===== config.mk =====
export PLATFORM = sky130hd
export DESIGN_NAME = pulse_delay_sweep_sequencer
export DESIGN_NICKNAME = d
export VERILOG_FILES = /design/src/rtl/pdss_pkg.sv /design/src/rtl/pdss_fifo.sv /design/src/rtl/pdss_front.sv /design/src/rtl/pdss_scale.sv /design/src/rtl/pdss_back.sv /design/src/rtl/pulse_delay_sweep_sequencer.sv
export SDC_FILE = /design/constraint.sdc
export NUM_CORES = 2
export LEC_CHECK = 0
export BUFFER_PORTS_ARGS = -buffer_cell sky130_fd_sc_hd__clkbuf_2
export CORE_UTILIZATION = 70
export DETAILED_ROUTE_END_ITERATION = 6
export PLACE_DENSITY = 0.86
export SYNTH_ARGS = -nofsm -noshare
export SYNTH_HDL_FRONTEND = slang
export SYNTH_SLANG_ARGS = --single-unit
export TNS_END_PERCENT = 1

===== constraint.sdc =====
create_clock -name clock -period 20.4 [get_ports clock]
set_input_delay 2.04 -clock clock [delete_from_list [all_inputs] [get_ports clock]]
set_output_delay 2.04 -clock clock [all_outputs]
set_load 0.1 [all_outputs]

===== src/rtl/pdss_pkg.sv =====
`default_nettype none

package pdss_pkg;

   // Limits of the sweep registers and of the pulse counter.
   localparam logic [13:0] DELAY_MAX   = 14'd10000;
   localparam logic [13:0] RATE_MAX    = 14'd10000;
   localparam logic [16:0] COUNTER_MAX = 17'd131071;

   // Full scale of the two DACs.
   localparam logic [15:0] FULL_LARGE = 16'd65535;
   localparam logic [15:0] FULL_SMALL = 16'd255;

   // Width of the scaled quotient path.
   localparam int QUOT_W  = 26;
   localparam int RECIP_W = 27;
   localparam int PROD_W  = QUOT_W + RECIP_W;

   typedef enum logic [3:0] {
      ERR_OK          = 4'd0,
      ERR_BUSY        = 4'd1,
      ERR_BUS_FAIL    = 4'd2,
      ERR_TIME_RANGE  = 4'd3,
      ERR_MANUAL      = 4'd4,
      ERR_START       = 4'd5,
      ERR_START_RANGE = 4'd6,
      ERR_STOP        = 4'd7,
      ERR_STEP        = 4'd8,
      ERR_RATE        = 4'd9,
      ERR_COUNT       = 4'd10
   } err_type;

   typedef enum logic [1:0] {
      FUNC_START = 2'd0,
      FUNC_TICK  = 2'd1,
      FUNC_STOP  = 2'd2,
      FUNC_NOP   = 2'd3
   } func_type;

   // Time range select as read from switch bits one and zero.
   typedef enum logic [1:0] {
      RANGE_NONE  = 2'd0,
      RANGE_10000 = 2'd1,
      RANGE_512   = 2'd2,
      RANGE_1024  = 2'd3
   } range_type;

   // Divisors of the DAC scaling unit.
   typedef enum logic [2:0] {
      DIV_512   = 3'd0,
      DIV_1024  = 3'd1,
      DIV_10000 = 3'd2,
      DIV_2000  = 3'd3,
      DIV_4000  = 3'd4
   } div_type;

   typedef enum logic [2:0] {
      CSR_START_DELAY      = 3'd0,
      CSR_STOP_DELAY       = 3'd1,
      CSR_DELAY_STEP       = 3'd2,
      CSR_PULSE_RATE       = 3'd3,
      CSR_PULSES_PER_STEP  = 3'd4,
      CSR_CONTINUOUS_MODE  = 3'd5,
      CSR_CHARGE_AMPLITUDE = 3'd6
   } csr_idx_type;

   typedef struct packed {
      logic [13:0] start_delay;
      logic [13:0] stop_delay;
      logic [13:0] delay_step;
      logic [13:0] pulse_rate;
      logic [15:0] pulses_per_step;
      logic        continuous_mode;
      logic [11:0] charge_amplitude;
   } csr_type;

   // A classified word on its way from the front end to the sequencer.
   typedef struct packed {
      func_type  func;
      logic      bus_ok;
      range_type range_sel;
      logic      charge_low;
      logic      time_large;
      err_type   start_err;
   } fr_item_type;

   typedef struct packed {
      err_type     error_code;
      logic        write_small_dac;
      logic [7:0]  small_dac_code;
      logic        write_large_dac;
      logic [15:0] large_dac_code;
      logic [13:0] active_delay;
      logic        busy_res;
      logic        finished;
   } rsp_type;

   // Time range in nanoseconds; the invalid code never reaches a run.
   function automatic logic [13:0] range_ns(input range_type sel);
      logic [13:0] ns;
      unique case (sel)
         RANGE_1024: ns = 14'd1024;
         RANGE_512:  ns = 14'd512;
         default:    ns = 14'd10000;
      endcase
      return ns;
   endfunction

   function automatic div_type range_div(input range_type sel);
      div_type div;
      unique case (sel)
         RANGE_1024: div = DIV_1024;
         RANGE_512:  div = DIV_512;
         default:    div = DIV_10000;
      endcase
      return div;
   endfunction

   // At or above this value the scaled code sits at full scale.
   function automatic logic [13:0] div_limit(input div_type div);
      logic [13:0] lim;
      unique case (div)
         DIV_512:  lim = 14'd512;
         DIV_1024: lim = 14'd1024;
         DIV_2000: lim = 14'd2000;
         DIV_4000: lim = 14'd4000;
         default:  lim = 14'd10000;
      endcase
      return lim;
   endfunction

   // The divisor is split into a power of two, taken off first, and an
   // odd part that is handled by a rounded reciprocal multiply.
   function automatic logic [3:0] div_pre_shift(input div_type div);
      logic [3:0] sh;
      unique case (div)
         DIV_512:  sh = 4'd9;
         DIV_1024: sh = 4'd10;
         DIV_4000: sh = 4'd5;
         default:  sh = 4'd4;
      endcase
      return sh;
   endfunction

   function automatic logic [RECIP_W-1:0] div_recip(input div_type div);
      logic [RECIP_W-1:0] m;
      unique case (div)
         DIV_10000:          m = 27'd109951163;
         DIV_2000, DIV_4000: m = 27'd68719477;
         default:            m = 27'd1;
      endcase
      return m;
   endfunction

   function automatic logic [5:0] div_post_shift(input div_type div);
      logic [5:0] sh;
      unique case (div)
         DIV_10000:          sh = 6'd36;
         DIV_2000, DIV_4000: sh = 6'd33;
         default:            sh = 6'd0;
      endcase
      return sh;
   endfunction

endpackage

`default_nettype wire


===== src/rtl/pdss_fifo.sv =====
`default_nettype none

module pdss_fifo #(
   parameter int WIDTH = 8,
   parameter int DEPTH = 4
) (
   input  logic                         clock,
   input  logic                         reset,
   input  logic                         wr_en,
   input  logic [WIDTH-1:0]             wr_data,
   input  logic                         rd_en,
   output logic [WIDTH-1:0]             rd_data,
   output logic                         full,
   output logic                         empty,
   output logic [$clog2(DEPTH+1)-1:0]   count
);

   localparam int PW = (DEPTH > 1) ? $clog2(DEPTH) : 1;
   localparam int CW = $clog2(DEPTH + 1);

   logic [WIDTH-1:0] mem_ff [DEPTH];
   logic [PW-1:0]    wr_ptr_ff, wr_ptr_in;
   logic [PW-1:0]    rd_ptr_ff, rd_ptr_in;
   logic [CW-1:0]    count_ff, count_in;
   logic             do_wr, do_rd;

   assign full    = (count_ff == CW'(DEPTH));
   assign empty   = (count_ff == '0);
   assign count   = count_ff;
   assign rd_data = mem_ff[rd_ptr_ff];
   assign do_wr   = wr_en && !full;
   assign do_rd   = rd_en && !empty;

   // Pointer and fill count update, wrapping at the depth.
   always_comb begin
      wr_ptr_in = wr_ptr_ff;
      rd_ptr_in = rd_ptr_ff;
      count_in  = count_ff;
      if (do_wr) begin
         wr_ptr_in = (wr_ptr_ff == PW'(DEPTH - 1)) ? '0 : wr_ptr_ff + 1'b1;
      end
      if (do_rd) begin
         rd_ptr_in = (rd_ptr_ff == PW'(DEPTH - 1)) ? '0 : rd_ptr_ff + 1'b1;
      end
      case ({do_wr, do_rd})
         2'b10:   count_in = count_ff + 1'b1;
         2'b01:   count_in = count_ff - 1'b1;
         default: count_in = count_ff;
      endcase
   end

   always_ff @(posedge clock) begin
      if (reset) begin
         wr_ptr_ff <= '0;
         rd_ptr_ff <= '0;
         count_ff  <= '0;
      end else begin
         wr_ptr_ff <= wr_ptr_in;
         rd_ptr_ff <= rd_ptr_in;
         count_ff  <= count_in;
      end
   end

   // Storage holds payload only.
   always_ff @(posedge clock) begin
      if (do_wr) begin
         mem_ff[wr_ptr_ff] <= wr_data;
      end
   end

endmodule

`default_nettype wire


===== src/rtl/pdss_front.sv =====
`default_nettype none

module pdss_front #(
   parameter int MID_DEPTH = 2
) (
   input  logic                  clock,
   input  logic                  reset,
   input  logic                  req_push,
   output logic                  req_full,
   input  logic [1:0]            req_func,
   input  logic [7:0]            req_switch_bits,
   input  logic                  req_bus_ok,
   input  pdss_pkg::csr_type     cfg,
   output pdss_pkg::fr_item_type item,
   output logic                  item_empty,
   input  logic                  item_pop
);

   import pdss_pkg::*;

   localparam int IW = $bits(fr_item_type);

   fr_item_type   item_in;
   err_type       start_err;
   range_type     sel;
   logic [13:0]   range_lim;
   logic [13:0]   span;
   logic          stop_bad;
   logic          step_nz;
   logic [IW-1:0] head_bits;

   assign sel       = range_type'(req_switch_bits[1:0]);
   assign range_lim = range_ns(sel);
   assign stop_bad  = (cfg.stop_delay < cfg.start_delay) || (cfg.stop_delay > DELAY_MAX);
   assign span      = cfg.stop_delay - cfg.start_delay;
   assign step_nz   = (cfg.delay_step != '0);

   // Start checks in priority order. They depend only on the switch bits and the registers,
   // which the user must hold still while words are in flight; the block does not enforce it.
   always_comb begin
      if (sel == RANGE_NONE) begin
         start_err = ERR_TIME_RANGE;
      end else if (req_switch_bits[3] || req_switch_bits[5]) begin
         start_err = ERR_MANUAL;
      end else if (cfg.start_delay > DELAY_MAX) begin
         start_err = ERR_START;
      end else if (cfg.start_delay > range_lim) begin
         start_err = ERR_START_RANGE;
      end else if (stop_bad && step_nz) begin
         start_err = ERR_STOP;
      end else if (!stop_bad && step_nz && (cfg.stop_delay > range_lim)) begin
         start_err = ERR_STOP;
      end else if (!stop_bad && (cfg.delay_step > span)) begin
         start_err = ERR_STEP;
      end else if ((cfg.pulse_rate == '0) || (cfg.pulse_rate > RATE_MAX)) begin
         start_err = ERR_RATE;
      end else if (cfg.continuous_mode ? step_nz : (cfg.pulses_per_step == '0)) begin
         start_err = ERR_COUNT;
      end else begin
         start_err = ERR_OK;
      end
   end

   // Classified word for the sequencer.
   always_comb begin
      item_in.func       = func_type'(req_func);
      item_in.bus_ok     = req_bus_ok;
      item_in.range_sel  = sel;
      item_in.charge_low = req_switch_bits[2];
      item_in.time_large = req_switch_bits[4];
      item_in.start_err  = start_err;
   end

   // Queue that decouples the classifier from the sequencer.
   pdss_fifo #(
      .WIDTH (IW),
      .DEPTH (MID_DEPTH)
   ) u_mid_fifo (
      .clock   (clock),
      .reset   (reset),
      .wr_en   (req_push),
      .wr_data (item_in),
      .rd_en   (item_pop),
      .rd_data (head_bits),
      .full    (req_full),
      .empty   (item_empty),
      .count   ()
   );

   assign item = fr_item_type'(head_bits);

endmodule

`default_nettype wire


===== src/rtl/pdss_scale.sv =====
`default_nettype none

// Computes min(value * full / divisor, full) in two register stages:
// product, then reciprocal multiply. The post shift and saturation follow
// the second stage without a register.
module pdss_scale (
   input  logic              clock,
   input  logic [13:0]       value,
   input  logic              full_large,
   input  pdss_pkg::div_type div,
   output logic [15:0]       code
);

   import pdss_pkg::*;

   logic [29:0]       prod_ff, prod_in;
   logic              sat1_ff, sat1_in;
   div_type           div1_ff;
   logic [15:0]       full1_ff, full_in;
   logic [PROD_W-1:0] mult_ff, mult_in;
   logic              sat2_ff;
   div_type           div2_ff;
   logic [15:0]       full2_ff;
   logic [QUOT_W-1:0] quot_num;
   logic [PROD_W-1:0] quot;

   // Stage one: scale to full range; values at or over the divisor saturate.
   assign full_in = full_large ? FULL_LARGE : FULL_SMALL;
   assign prod_in = 30'(value) * 30'(full_in);
   assign sat1_in = (value >= div_limit(div));

   // Stage two: remove the power of two, then multiply by the reciprocal.
   assign quot_num = QUOT_W'(prod_ff >> div_pre_shift(div1_ff));
   assign mult_in  = PROD_W'(quot_num) * PROD_W'(div_recip(div1_ff));

   always_ff @(posedge clock) begin
      prod_ff  <= prod_in;
      sat1_ff  <= sat1_in;
      div1_ff  <= div;
      full1_ff <= full_in;
      mult_ff  <= mult_in;
      sat2_ff  <= sat1_ff;
      div2_ff  <= div1_ff;
      full2_ff <= full1_ff;
   end

   // Output: quotient below full scale, or full scale itself.
   assign quot = mult_ff >> div_post_shift(div2_ff);
   assign code = sat2_ff ? full2_ff : quot[15:0];

endmodule

`default_nettype wire


===== src/rtl/pdss_back.sv =====
`default_nettype none

module pdss_back #(
   parameter int OUT_DEPTH = 4
) (
   input  logic                             clock,
   input  logic                             reset,
   input  pdss_pkg::csr_type                cfg,
   input  pdss_pkg::fr_item_type            item,
   input  logic                             item_empty,
   output logic                             item_pop,
   input  logic [$clog2(OUT_DEPTH+1)-1:0]   out_count,
   output logic                             res_valid,
   output pdss_pkg::rsp_type                res
);

   import pdss_pkg::*;

   localparam int CW = $clog2(OUT_DEPTH + 1);

   typedef struct packed {
      err_type     error_code;
      logic        write_small_dac;
      logic        write_large_dac;
      logic        time_large;
      logic [13:0] active_delay;
      logic        busy_res;
      logic        finished;
   } stage_type;

   // Sequencer state.
   logic        running_ff, running_in;
   logic [13:0] cur_delay_ff, cur_delay_in;
   logic [16:0] pcount_ff, pcount_in;
   range_type   range_sel_ff, range_sel_in;
   logic        charge_low_ff, charge_low_in;
   logic        time_large_ff, time_large_in;

   // Pipeline alongside the scaling units.
   logic        v1_ff, v2_ff;
   stage_type   st1_ff, st2_ff, st_in;

   logic [CW:0] pending;
   logic        exec;
   logic [16:0] pcount_inc;
   logic [14:0] delay_sum;
   logic [15:0] time_code, charge_code;

   // Only take a word when the result queue is sure to have room for it.
   assign pending  = (CW+1)'(out_count) + (CW+1)'(v1_ff) + (CW+1)'(v2_ff);
   assign exec     = !item_empty && (pending < (CW+1)'(OUT_DEPTH));
   assign item_pop = exec;

   assign pcount_inc = (pcount_ff == COUNTER_MAX) ? pcount_ff : pcount_ff + 1'b1;
   assign delay_sum  = 15'(cur_delay_ff) + 15'(cfg.delay_step);

   // Execute one word against the state.
   always_comb begin
      running_in    = running_ff;
      cur_delay_in  = cur_delay_ff;
      pcount_in     = pcount_ff;
      range_sel_in  = range_sel_ff;
      charge_low_in = charge_low_ff;
      time_large_in = time_large_ff;

      st_in.error_code      = ERR_OK;
      st_in.write_small_dac = 1'b0;
      st_in.write_large_dac = 1'b0;
      st_in.time_large      = time_large_ff;
      st_in.active_delay    = cur_delay_ff;
      st_in.finished        = 1'b0;

      if (exec) begin
         unique case (item.func)
            FUNC_START: begin
               if (running_ff) begin
                  st_in.error_code = ERR_BUSY;
               end else if (!item.bus_ok) begin
                  st_in.error_code = ERR_BUS_FAIL;
               end else begin
                  range_sel_in     = item.range_sel;
                  charge_low_in    = item.charge_low;
                  time_large_in    = item.time_large;
                  st_in.error_code = item.start_err;
                  if (item.start_err == ERR_OK) begin
                     running_in   = 1'b1;
                     cur_delay_in = cfg.start_delay;
                     pcount_in    = 17'd1;
                  end
               end
               st_in.active_delay = cur_delay_in;
            end
            FUNC_TICK: begin
               if (running_ff) begin
                  st_in.write_small_dac = !time_large_ff;
                  st_in.write_large_dac = 1'b1;
                  pcount_in             = pcount_inc;
                  if (!cfg.continuous_mode && (pcount_inc > 17'(cfg.pulses_per_step))) begin
                     if ((cfg.delay_step != '0) && (delay_sum <= 15'(cfg.stop_delay))) begin
                        cur_delay_in = delay_sum[13:0];
                        pcount_in    = 17'd1;
                     end else begin
                        running_in     = 1'b0;
                        pcount_in      = '0;
                        st_in.finished = 1'b1;
                     end
                  end
               end
            end
            FUNC_STOP: begin
               running_in = 1'b0;
               pcount_in  = '0;
            end
            FUNC_NOP: begin
               running_in = running_ff;
            end
            default: begin
               running_in = running_ff;
            end
         endcase
      end
      st_in.busy_res = running_in;
   end

   always_ff @(posedge clock) begin
      if (reset) begin
         running_ff    <= 1'b0;
         cur_delay_ff  <= '0;
         pcount_ff     <= '0;
         range_sel_ff  <= RANGE_NONE;
         charge_low_ff <= 1'b0;
         time_large_ff <= 1'b0;
         v1_ff         <= 1'b0;
         v2_ff         <= 1'b0;
      end else begin
         running_ff    <= running_in;
         cur_delay_ff  <= cur_delay_in;
         pcount_ff     <= pcount_in;
         range_sel_ff  <= range_sel_in;
         charge_low_ff <= charge_low_in;
         time_large_ff <= time_large_in;
         v1_ff         <= exec;
         v2_ff         <= v1_ff;
      end
   end

   always_ff @(posedge clock) begin
      st1_ff <= st_in;
      st2_ff <= st1_ff;
   end

   // The scaling units see the state before the word's update.
   pdss_scale u_time_scale (
      .clock      (clock),
      .value      (cur_delay_ff),
      .full_large (time_large_ff),
      .div        (range_div(range_sel_ff)),
      .code       (time_code)
   );

   pdss_scale u_charge_scale (
      .clock      (clock),
      .value      (14'(cfg.charge_amplitude)),
      .full_large (1'b1),
      .div        (charge_low_ff ? DIV_2000 : DIV_4000),
      .code       (charge_code)
   );

   // Assemble the result word; a code reads zero when its DAC is not written.
   always_comb begin
      res.error_code      = st2_ff.error_code;
      res.write_small_dac = st2_ff.write_small_dac;
      res.write_large_dac = st2_ff.write_large_dac;
      res.active_delay    = st2_ff.active_delay;
      res.busy_res        = st2_ff.busy_res;
      res.finished        = st2_ff.finished;
      res.small_dac_code  = st2_ff.write_small_dac ? time_code[7:0] : 8'd0;
      if (!st2_ff.write_large_dac) begin
         res.large_dac_code = 16'd0;
      end else if (st2_ff.time_large) begin
         res.large_dac_code = time_code;
      end else begin
         res.large_dac_code = charge_code;
      end
   end

   assign res_valid = v2_ff;

endmodule

`default_nettype wire


===== src/rtl/pulse_delay_sweep_sequencer.sv =====
`default_nettype none

// Pulse delay sweep sequencer. Words enter through a queue-like port (push,
// full) as start, tick, stop or no-operation commands, and one result word
// per command leaves through a second queue-like port (empty, pop). The block
// takes one word per clock, and a result passes the classifier queue, then
// two register stages of the DAC scaling multipliers, then the result queue.
// Full rate holds as long as the result side pops every cycle and OUT_DEPTH
// is at least 4 (3 still works, at a lower rate); when the result queue
// fills, the sequencer stalls and the input queue of MID_DEPTH words backs
// up into full. The sweep registers are written through the csr port and
// must only change while no command is in flight. No clearing pass follows
// reset.
module pulse_delay_sweep_sequencer #(
   parameter int MID_DEPTH = 2,
   parameter int OUT_DEPTH = 4
) (
   input  logic        clock,
   input  logic        reset,

   input  logic        push,
   output logic        full,
   input  logic [1:0]  req_func,
   input  logic [7:0]  req_switch_bits,
   input  logic        req_bus_ok,

   output logic        empty,
   input  logic        pop,
   output logic [3:0]  rsp_error_code,
   output logic        rsp_write_small_dac,
   output logic [7:0]  rsp_small_dac_code,
   output logic        rsp_write_large_dac,
   output logic [15:0] rsp_large_dac_code,
   output logic [13:0] rsp_active_delay,
   output logic        rsp_busy_res,
   output logic        rsp_finished,

   input  logic        csr_wr_en,
   input  logic [2:0]  csr_index,
   input  logic [15:0] csr_wdata
);

   import pdss_pkg::*;

   localparam int RW = $bits(rsp_type);
   localparam int CW = $clog2(OUT_DEPTH + 1);

   csr_type       cfg_ff;
   fr_item_type   item;
   logic          item_empty;
   logic          item_pop;
   logic          res_valid;
   rsp_type       res;
   rsp_type       rsp;
   logic [RW-1:0] rsp_bits;
   logic          out_full;
   logic [CW-1:0] out_count;

   // Register file for the sweep settings.
   always_ff @(posedge clock) begin
      if (reset) begin
         cfg_ff <= '0;
      end else if (csr_wr_en) begin
         unique case (csr_idx_type'(csr_index))
            CSR_START_DELAY:      cfg_ff.start_delay      <= csr_wdata[13:0];
            CSR_STOP_DELAY:       cfg_ff.stop_delay       <= csr_wdata[13:0];
            CSR_DELAY_STEP:       cfg_ff.delay_step       <= csr_wdata[13:0];
            CSR_PULSE_RATE:       cfg_ff.pulse_rate       <= csr_wdata[13:0];
            CSR_PULSES_PER_STEP:  cfg_ff.pulses_per_step  <= csr_wdata;
            CSR_CONTINUOUS_MODE:  cfg_ff.continuous_mode  <= csr_wdata[0];
            CSR_CHARGE_AMPLITUDE: cfg_ff.charge_amplitude <= csr_wdata[11:0];
            default:              cfg_ff                  <= cfg_ff;
         endcase
      end
   end

   // Front end: classify and queue incoming words.
   pdss_front #(
      .MID_DEPTH (MID_DEPTH)
   ) u_front (
      .clock           (clock),
      .reset           (reset),
      .req_push        (push),
      .req_full        (full),
      .req_func        (req_func),
      .req_switch_bits (req_switch_bits),
      .req_bus_ok      (req_bus_ok),
      .cfg             (cfg_ff),
      .item            (item),
      .item_empty      (item_empty),
      .item_pop        (item_pop)
   );

   // Back end: sweep state and DAC code pipeline.
   pdss_back #(
      .OUT_DEPTH (OUT_DEPTH)
   ) u_back (
      .clock      (clock),
      .reset      (reset),
      .cfg        (cfg_ff),
      .item       (item),
      .item_empty (item_empty),
      .item_pop   (item_pop),
      .out_count  (out_count),
      .res_valid  (res_valid),
      .res        (res)
   );

   // Result queue toward the consumer.
   pdss_fifo #(
      .WIDTH (RW),
      .DEPTH (OUT_DEPTH)
   ) u_out_fifo (
      .clock   (clock),
      .reset   (reset),
      .wr_en   (res_valid),
      .wr_data (res),
      .rd_en   (pop),
      .rd_data (rsp_bits),
      .full    (out_full),
      .empty   (empty),
      .count   (out_count)
   );

   assign rsp                 = rsp_type'(rsp_bits);
   assign rsp_error_code      = rsp.error_code;
   assign rsp_write_small_dac = rsp.write_small_dac;
   assign rsp_small_dac_code  = rsp.small_dac_code;
   assign rsp_write_large_dac = rsp.write_large_dac;
   assign rsp_large_dac_code  = rsp.large_dac_code;
   assign rsp_active_delay    = rsp.active_delay;
   assign rsp_busy_res        = rsp.busy_res;
   assign rsp_finished        = rsp.finished;

   // The credit check must never let a result arrive at a full queue.
   assert property (@(posedge clock) disable iff (reset) res_valid |-> !out_full)
      else $error("result written into a full result queue");

   assert property (@(posedge clock) reset |=> empty)
      else $error("result queue not empty after reset");

   // A word that ends the sweep leaves the block idle without error.
   assert property (@(posedge clock) disable iff (reset)
      (!empty && rsp_finished) |-> (!rsp_busy_res && rsp_error_code == ERR_OK))
      else $error("finished word still busy or flagged an error");

   // A rejected command never drives the DACs.
   assert property (@(posedge clock) disable iff (reset)
      (!empty && rsp_error_code != ERR_OK) |-> (!rsp_write_large_dac && !rsp_write_small_dac))
      else $error("DAC write on a rejected command");

endmodule

`default_nettype wire


== After elaboration in Yosys (flattened, before gate mapping) ==
Memories as Yosys holds them, arrays and structs flattened. A register that Yosys moved wholly into a read port is not among the register bits.
Index checks and enable logic that the tools add are counted.

* Input port bits: 35
* Memories kept: 2
* RAM bits: 206
* Word-level logic and storage cells: 266
* Register bits: 392
* Output and inout bits: 48

{| class="wikitable"
|+ Memories
! memory !! depth !! width !! read ports !! clocked after Yosys merged registers in !! wr ports !! RTL line !! source
|-
| u_out_fifo.mem_ff || 4 || 46 || 1 || 1 || 1 || pdss_fifo.sv:21 || <nowiki>logic [WIDTH-1:0] mem_ff [DEPTH];</nowiki>
|-
| u_front.u_mid_fifo.mem_ff || 2 || 11 || 1 || 1 || 1 || pdss_fifo.sv:21 ||
|}

* $add $sub $neg: 13
* Multiplexer cells: 70
* Bitwise logic cells: 4
* Shifts and indexed selects: 4
* $lt $le $gt $ge: 12
* Eq/ne operators: 48
* Reduce and logical (&&, ||, !) cells: 58
* $mul: 4

{| class="wikitable"
|+ Operator list
! cell !! count
|-
| two-way mux 14 bit || 8
|-
| case mux 14 bit (4 select lines) || 2
|-
| case mux 27 bit (2 select lines) || 2
|-
| multiplier 26 x 27 -> 53 bit || 2
|-
| >> shifter 53 x 6 -> 16 bit || 2
|-
| two-way mux 17 bit || 6
|-
| two-way mux 16 bit || 5
|-
| case mux 14 bit (2 select lines) || 2
|-
| case mux 17 bit (3 select lines) || 1
|-
| > comparator 14 bit || 3
|-
| > comparator 14 bit (second input constant) || 3
|-
| equality test 3 x 2 -> 1 bit (second input constant) || 12
|-
| two-way mux 4 bit || 9
|-
| equality test 3 bit (second input constant) || 10
|-
| multiplier 14 x 16 -> 30 bit || 1
|-
| >> shifter 30 x 4 -> 26 bit || 1
|-
| multiplier 12 x 16 -> 28 bit (second input constant) || 1
|-
| >> shifter 28 x 4 -> 26 bit || 1
|-
| case mux 4 bit (3 select lines) || 2
|-
| case mux 6 bit (2 select lines) || 2
|-
| equality test 2 bit (second input constant) || 11
|-
| two-way mux 1 bit || 20
|-
| logical NOT 3 bit || 6
|-
| AND reduction 2 bit || 9
|-
| other kinds (45) || 92
|}

== Longest topological paths before layout ==
* Word-level depth: 11
* Gate-level depth with buffers: 36
* Gate-level depth less buffers: 34

== By module ==
Synthesis repeated with hierarchy kept, for this count alone.

* Cell total of the unflattened synthesis: 6640
* Area, all modules: 68488.2 sq um

{| class="wikitable"
|+ Modules (own cells, without submodules)
! module !! seq. area each (sq um) !! cells each !! area an instance (sq um) !! times used
|-
| pdss_scale at u_back.u_charge_scale || 1421.4 || 2606 || 25244.2 || 1
|-
| pdss_scale at u_back.u_time_scale || 1421.4 || 2583 || 25076.6 || 1
|-
| pdss_fifo at u_out_fifo || 5705.5 || 294 || 7119.3 || 1
|-
| pdss_back || 1681.6 || 586 || 5171.2 || 1
|-
| pulse_delay_sweep_sequencer || 1701.6 || 300 || 3364.5 || 1
|-
| pdss_front || 0.0 || 211 || 1498.9 || 1
|-
| pdss_fifo at u_front.u_mid_fifo || 760.7 || 60 || 1013.5 || 1
|}

== Least setup slack after synthesis ==
No wires, ideal clock.

* Path type: reg2reg
* Start point: reg u_back.u_charge_scale.div1_ff[1]
* End point: reg u_back.u_charge_scale.mult_ff[48]
* Setup slack: 12.110 ns
* Cell stages (with the launch flop): 34
* Arrival: 8.218 ns
* Period minus slack after synthesis: 8.290 ns
* Path through: dfxtp_1 > inv_1 > ha_1 > clkbuf_1 > nor2_1 > buf_2 > mux4_2 > inv_1 > o21ai_0 > nand2_1 > inv_1 > ha_1 > inv_1 > fa_1 > fa_1 > fa_1 > inv_1 > fa_1 > fa_1 > inv_1 > fa_1 > inv_1 > ha_1 > a21o_1 > a21o_1 > a21oi_1 > o21ai_0 > a2111oi_0 > a2111o_1 > a21oi_1 > a2111oi_0 > o21bai_1 > a21oi_1 > xnor2_1

* Word-level cells in the longest chain between the ends: 4
* Elaborated cells between the ends (all ways): 10

{| class="wikitable"
|+ RTL lines
! what !! RTL line !! source
|-
| start: declaration || pdss_scale.sv:18 || <nowiki>div_type div1_ff;</nowiki>
|-
| start signal: assignment || pdss_scale.sv:39 || <nowiki>div1_ff <= div;</nowiki>
|-
| equality test 3 bit (tied with other cells) || pdss_pkg.sv:136, pdss_pkg.sv:147 ||
|-
| case mux 4 bit (3 select lines) / OR reduction 2 bit (equally long branches) || pdss_pkg.sv:136, pdss_pkg.sv:147 ||
|-
| >> shifter 28 x 4 -> 26 bit / case mux 27 bit (2 select lines) (equally long branches) || pdss_scale.sv:33, pdss_pkg.sv:147 ||
|-
| multiplier 26 x 27 -> 53 bit * || pdss_scale.sv:34 || <nowiki>assign mult_in = PROD_W'(quot_num) * PROD_W'(div_recip(div1_ff));</nowiki>
|-
| via u_back.u_charge_scale.mult_in[48] || pdss_scale.sv:20 || <nowiki>logic [PROD_W-1:0] mult_ff, mult_in;</nowiki>
|-
| end signal: assignment || pdss_scale.sv:41 || <nowiki>mult_ff <= mult_in;</nowiki>
|-
| end: declaration || pdss_scale.sv:20 ||
|}

The timed path passes the listed nets; every way through them passes the cells marked *.
A chain may end at the register's enable or synchronous reset.

== Worst setup path after layout ==
Same ends and word-level chain as after synthesis.

==> metrics.csv <==
metric;value;unit
ys_seq_elements;522;
nets;7298;
final_design_area_no_fill;60430;um^2
clock_insertion_delay_worst_skew;0.67;ns
post_synth.cell_area_avg;10.28;um^2
slowest_stage_delay_on_critical_path;0.76;ns
crit_path_max_fanout;33;
number_of_violations_of_the_max_capacitance_limit;0;
initial_core_util;0.7081;
drt_iter0_markers;2960;
yosys_most_used_dff;sky130_fd_sc_hd__dfxtp_1;
fillers;5371;
max_freq;97.71;MHz
worstSetupPathType;flop to flop;
route.vias.total;39300;
cpMaxStageDelayCell;sky130_fd_sc_hd__nor2b_1;
cts.htree.levels;2;
dpl.hpwl;116.8;mm
unique_cell_type_count_in_the_yosys_netlist;80;
crit_path_end_kind;flop;
synthArstFlopShare;0;
number_of_global_route_vias_before_repair;41660;
die_width;287.4;um
die-area;82620;um^2
route.antenna.remaining_nets;0;
drt_pre_antenna_iters;7;
ioPinCount;83;
sequential_share_of_the_synthesized_area;0.2194;
final_hold_viol_count;0;
min_path_type;flop to flop;
final_cell_mix;1400 x sky130_fd_sc_hd__inv_1, 829 x sky130_fd_sc_hd__ha_1, 827 x sky130_fd_sc_hd__fa_1;
final.period_utilization;0.5017;
worst-endpoint-arrival;10.80;ns
cts.sinks;522;
outcome;complete, no violations;
cell_type_group_with_the_largest_total_delay_on_the_critical_path;adder cells;
startpoint_type;flop;
post_cts_resize_count;0;
tightestPinTransition;1.164;ns
critPathMostFrequentCell;sky130_fd_sc_hd__fa_1;
synth.yosys.warnings;0;
layout.cells.most_common;sky130_fd_sc_hd__inv_1;
maxSlewHeadroom;0.2193;
grt_setup_unrepaired;no;
antenna_found_initial;2;
post-route-min-period;10.23;ns
worst-path-buf-inv;7;
required_worst_endpoint;20.96;ns
vias_per_cell;5.855;
dpl-instance-area;58530;um^2
synthesis.area;57030;um^2
grt_util_all_layers;0.3569;
drive_above_1_share;0.05484;
final_estimated_routing_congestion_in_global_placement;1.026;
cts_tree;built;
congestion_overflow_gr;0;
cts.clk_slew.worst_paths;0.07;ns
max-clock-path-buffers;3;
post-cts-setup-buffer-count;0;
wire_per_inst;21.17;um
area.growth.synth_to_final;5.950;%
holdBufCountCts;0;
timing.setup.tns;0;ns
antennaDiodeCount;0;
placeableCoreArea;80550;um^2
instance_count_of_the_mapped_netlist;5548;
timing.final.setup_violations;0;
number_of_clock_buffers_inserted_by_tritoncts;54;
floorplan.die.height;287.4;um
grt_pass1_wl;225.0;mm
grt_start_max_net_pins;70;
clk_root_buffer_cell;sky130_fd_sc_hd__clkbuf_16;
finClkSkew;0.08761;ns
timing.final.max_slew_violations;0;
synth_fp_nets;7239;
fin_worst_hold_slack;0.3271;ns
wl;142.1;mm
synth_enable_flop_cells;206;
row_count;104;
route.detailed.drc;0;
port-buffer-count;80;
-- metrics by stage --
stage,instances,util,setup slack (ns)
after floorplan,5548,-,12.11
after global placement,6611,0.7266,10.72
after detailed placement,6611,0.7266,10.47
after CTS,6713,0.7502,10.38
final,6713,0.7502,10.17
after global routing,6713,0.7502,9.874
-- layer usage --
metal | track usage | up-vias | wire length (um)
met3 | 0.06611 | 351 | 11970
met2 | 0.5855 | 1580 | 67690
met5 | 0 | - | 13
met4 | 0.1367 | 2 | 6120
li1 | - | 17810 | -
met1 | 0.4724 | 19560 | 56300
-- worst paths after layout --
kind | start | end | slack (ns) | cells past startpoint
min reg2reg | u_back.st1_ff[11] | u_back.res[11] | 0.33 | 0
max reg2reg | u_back.u_charge_scale.div1_ff[1] | u_back.u_charge_scale.mult_ff[48] | 10.17 | 31
max | u_back.u_charge_scale.div1_ff[1] | u_back.u_charge_scale.mult_ff[48] | 10.17 | 31
min | u_back.st1_ff[11] | u_back.res[11] | 0.33 | 0
-- synth_stat cells, types with 6 or more instances --
cell type | instances | area, um^2
sky130_fd_sc_hd__a211o_1 | 7 | 61.31
sky130_fd_sc_hd__a211oi_1 | 22 | 165.2
sky130_fd_sc_hd__a21boi_0 | 10 | 75.07
sky130_fd_sc_hd__a21o_1 | 75 | 563.0
sky130_fd_sc_hd__a21oi_1 | 253 | 1266
sky130_fd_sc_hd__a221oi_2 | 10 | 150.1
sky130_fd_sc_hd__a22oi_1 | 14 | 105.1
sky130_fd_sc_hd__a31oi_1 | 13 | 81.33
sky130_fd_sc_hd__and2_1 | 35 | 219.0
sky130_fd_sc_hd__and3_1 | 38 | 237.7
sky130_fd_sc_hd__buf_1 | 13 | 48.80
sky130_fd_sc_hd__clkbuf_1 | 76 | 285.3
sky130_fd_sc_hd__dfxtp_1 | 316 | 6326
sky130_fd_sc_hd__edfxtp_1 | 206 | 6186
sky130_fd_sc_hd__fa_1 | 827 | 16560
sky130_fd_sc_hd__ha_1 | 829 | 10370
sky130_fd_sc_hd__inv_1 | 1399 | 5251
sky130_fd_sc_hd__mux2_2 | 6 | 67.56
sky130_fd_sc_hd__mux2i_1 | 71 | 710.7
sky130_fd_sc_hd__mux4_2 | 65 | 1464
sky130_fd_sc_hd__nand2_1 | 410 | 1539
sky130_fd_sc_hd__nand2b_1 | 37 | 231.5
sky130_fd_sc_hd__nand3_1 | 63 | 315.3
sky130_fd_sc_hd__nand4_1 | 19 | 118.9
sky130_fd_sc_hd__nor2_1 | 178 | 668.1
sky130_fd_sc_hd__nor2b_1 | 50 | 312.8
sky130_fd_sc_hd__nor3_1 | 35 | 175.2
sky130_fd_sc_hd__nor4_1 | 18 | 112.6
sky130_fd_sc_hd__o211ai_1 | 8 | 60.06
sky130_fd_sc_hd__o21a_1 | 24 | 180.2
sky130_fd_sc_hd__o21ai_0 | 108 | 540.5
sky130_fd_sc_hd__o21ai_1 | 12 | 60.06
sky130_fd_sc_hd__o21bai_1 | 18 | 135.1
sky130_fd_sc_hd__o22ai_1 | 12 | 75.07
sky130_fd_sc_hd__o31ai_1 | 13 | 97.59
sky130_fd_sc_hd__or2_2 | 17 | 106.4
sky130_fd_sc_hd__or3_1 | 14 | 87.58
sky130_fd_sc_hd__xnor2_1 | 90 | 788.3
sky130_fd_sc_hd__xor2_1 | 54 | 473.0
-- kinds of logic after synthesis --
group / after synthesis / synth area share
AO/OA/AOI/OAI: 652 / 0.07226
buffers and inverters: 1495 / 0.09890
adder cells (fa/ha/maj): 1656 / 0.4721
multiplexers: 142 / 0.03931
other: 1 / 0.00006575
flip-flops: 522 / 0.2194
AND/OR/NAND/NOR: 936 / 0.07582
XOR/XNOR: 144 / 0.02211
-- flip-flops by register name, indices dropped and copies added, names as in the netlist, 3 cells and up, named ones only --
register,cells
cfg_ff,85
u_back.cur_delay_ff,14
u_back.pcount_ff,17
u_back.res,22
u_back.st1_ff,22
u_back.u_charge_scale.mult_ff,32
u_back.u_charge_scale.prod_ff,28
u_back.u_time_scale.mult_ff,35
u_back.u_time_scale.prod_ff,26
u_front.u_mid_fifo.mem_ff,22
u_out_fifo.count,3
u_out_fifo.mem_ff,184
-- layout make-up --
type | count | area (um^2) | share of cell area
timing repair buffer | 98 | 538.0 | 0.008904
tap | 1060 | 1326 | 0.02195
inverter | 1400 | 5255 | 0.08697
multi-input combinational | 3531 | 38890 | 0.6436
sequential | 522 | 12520 | 0.2072
clock inverter | 27 | 294.0 | 0.004866
clock buffer | 75 | 1605 | 0.02657
Power is left out: the tool's default activity adds up to more than one toggle a clock period on the data nets, which glitch-free logic cannot reach.
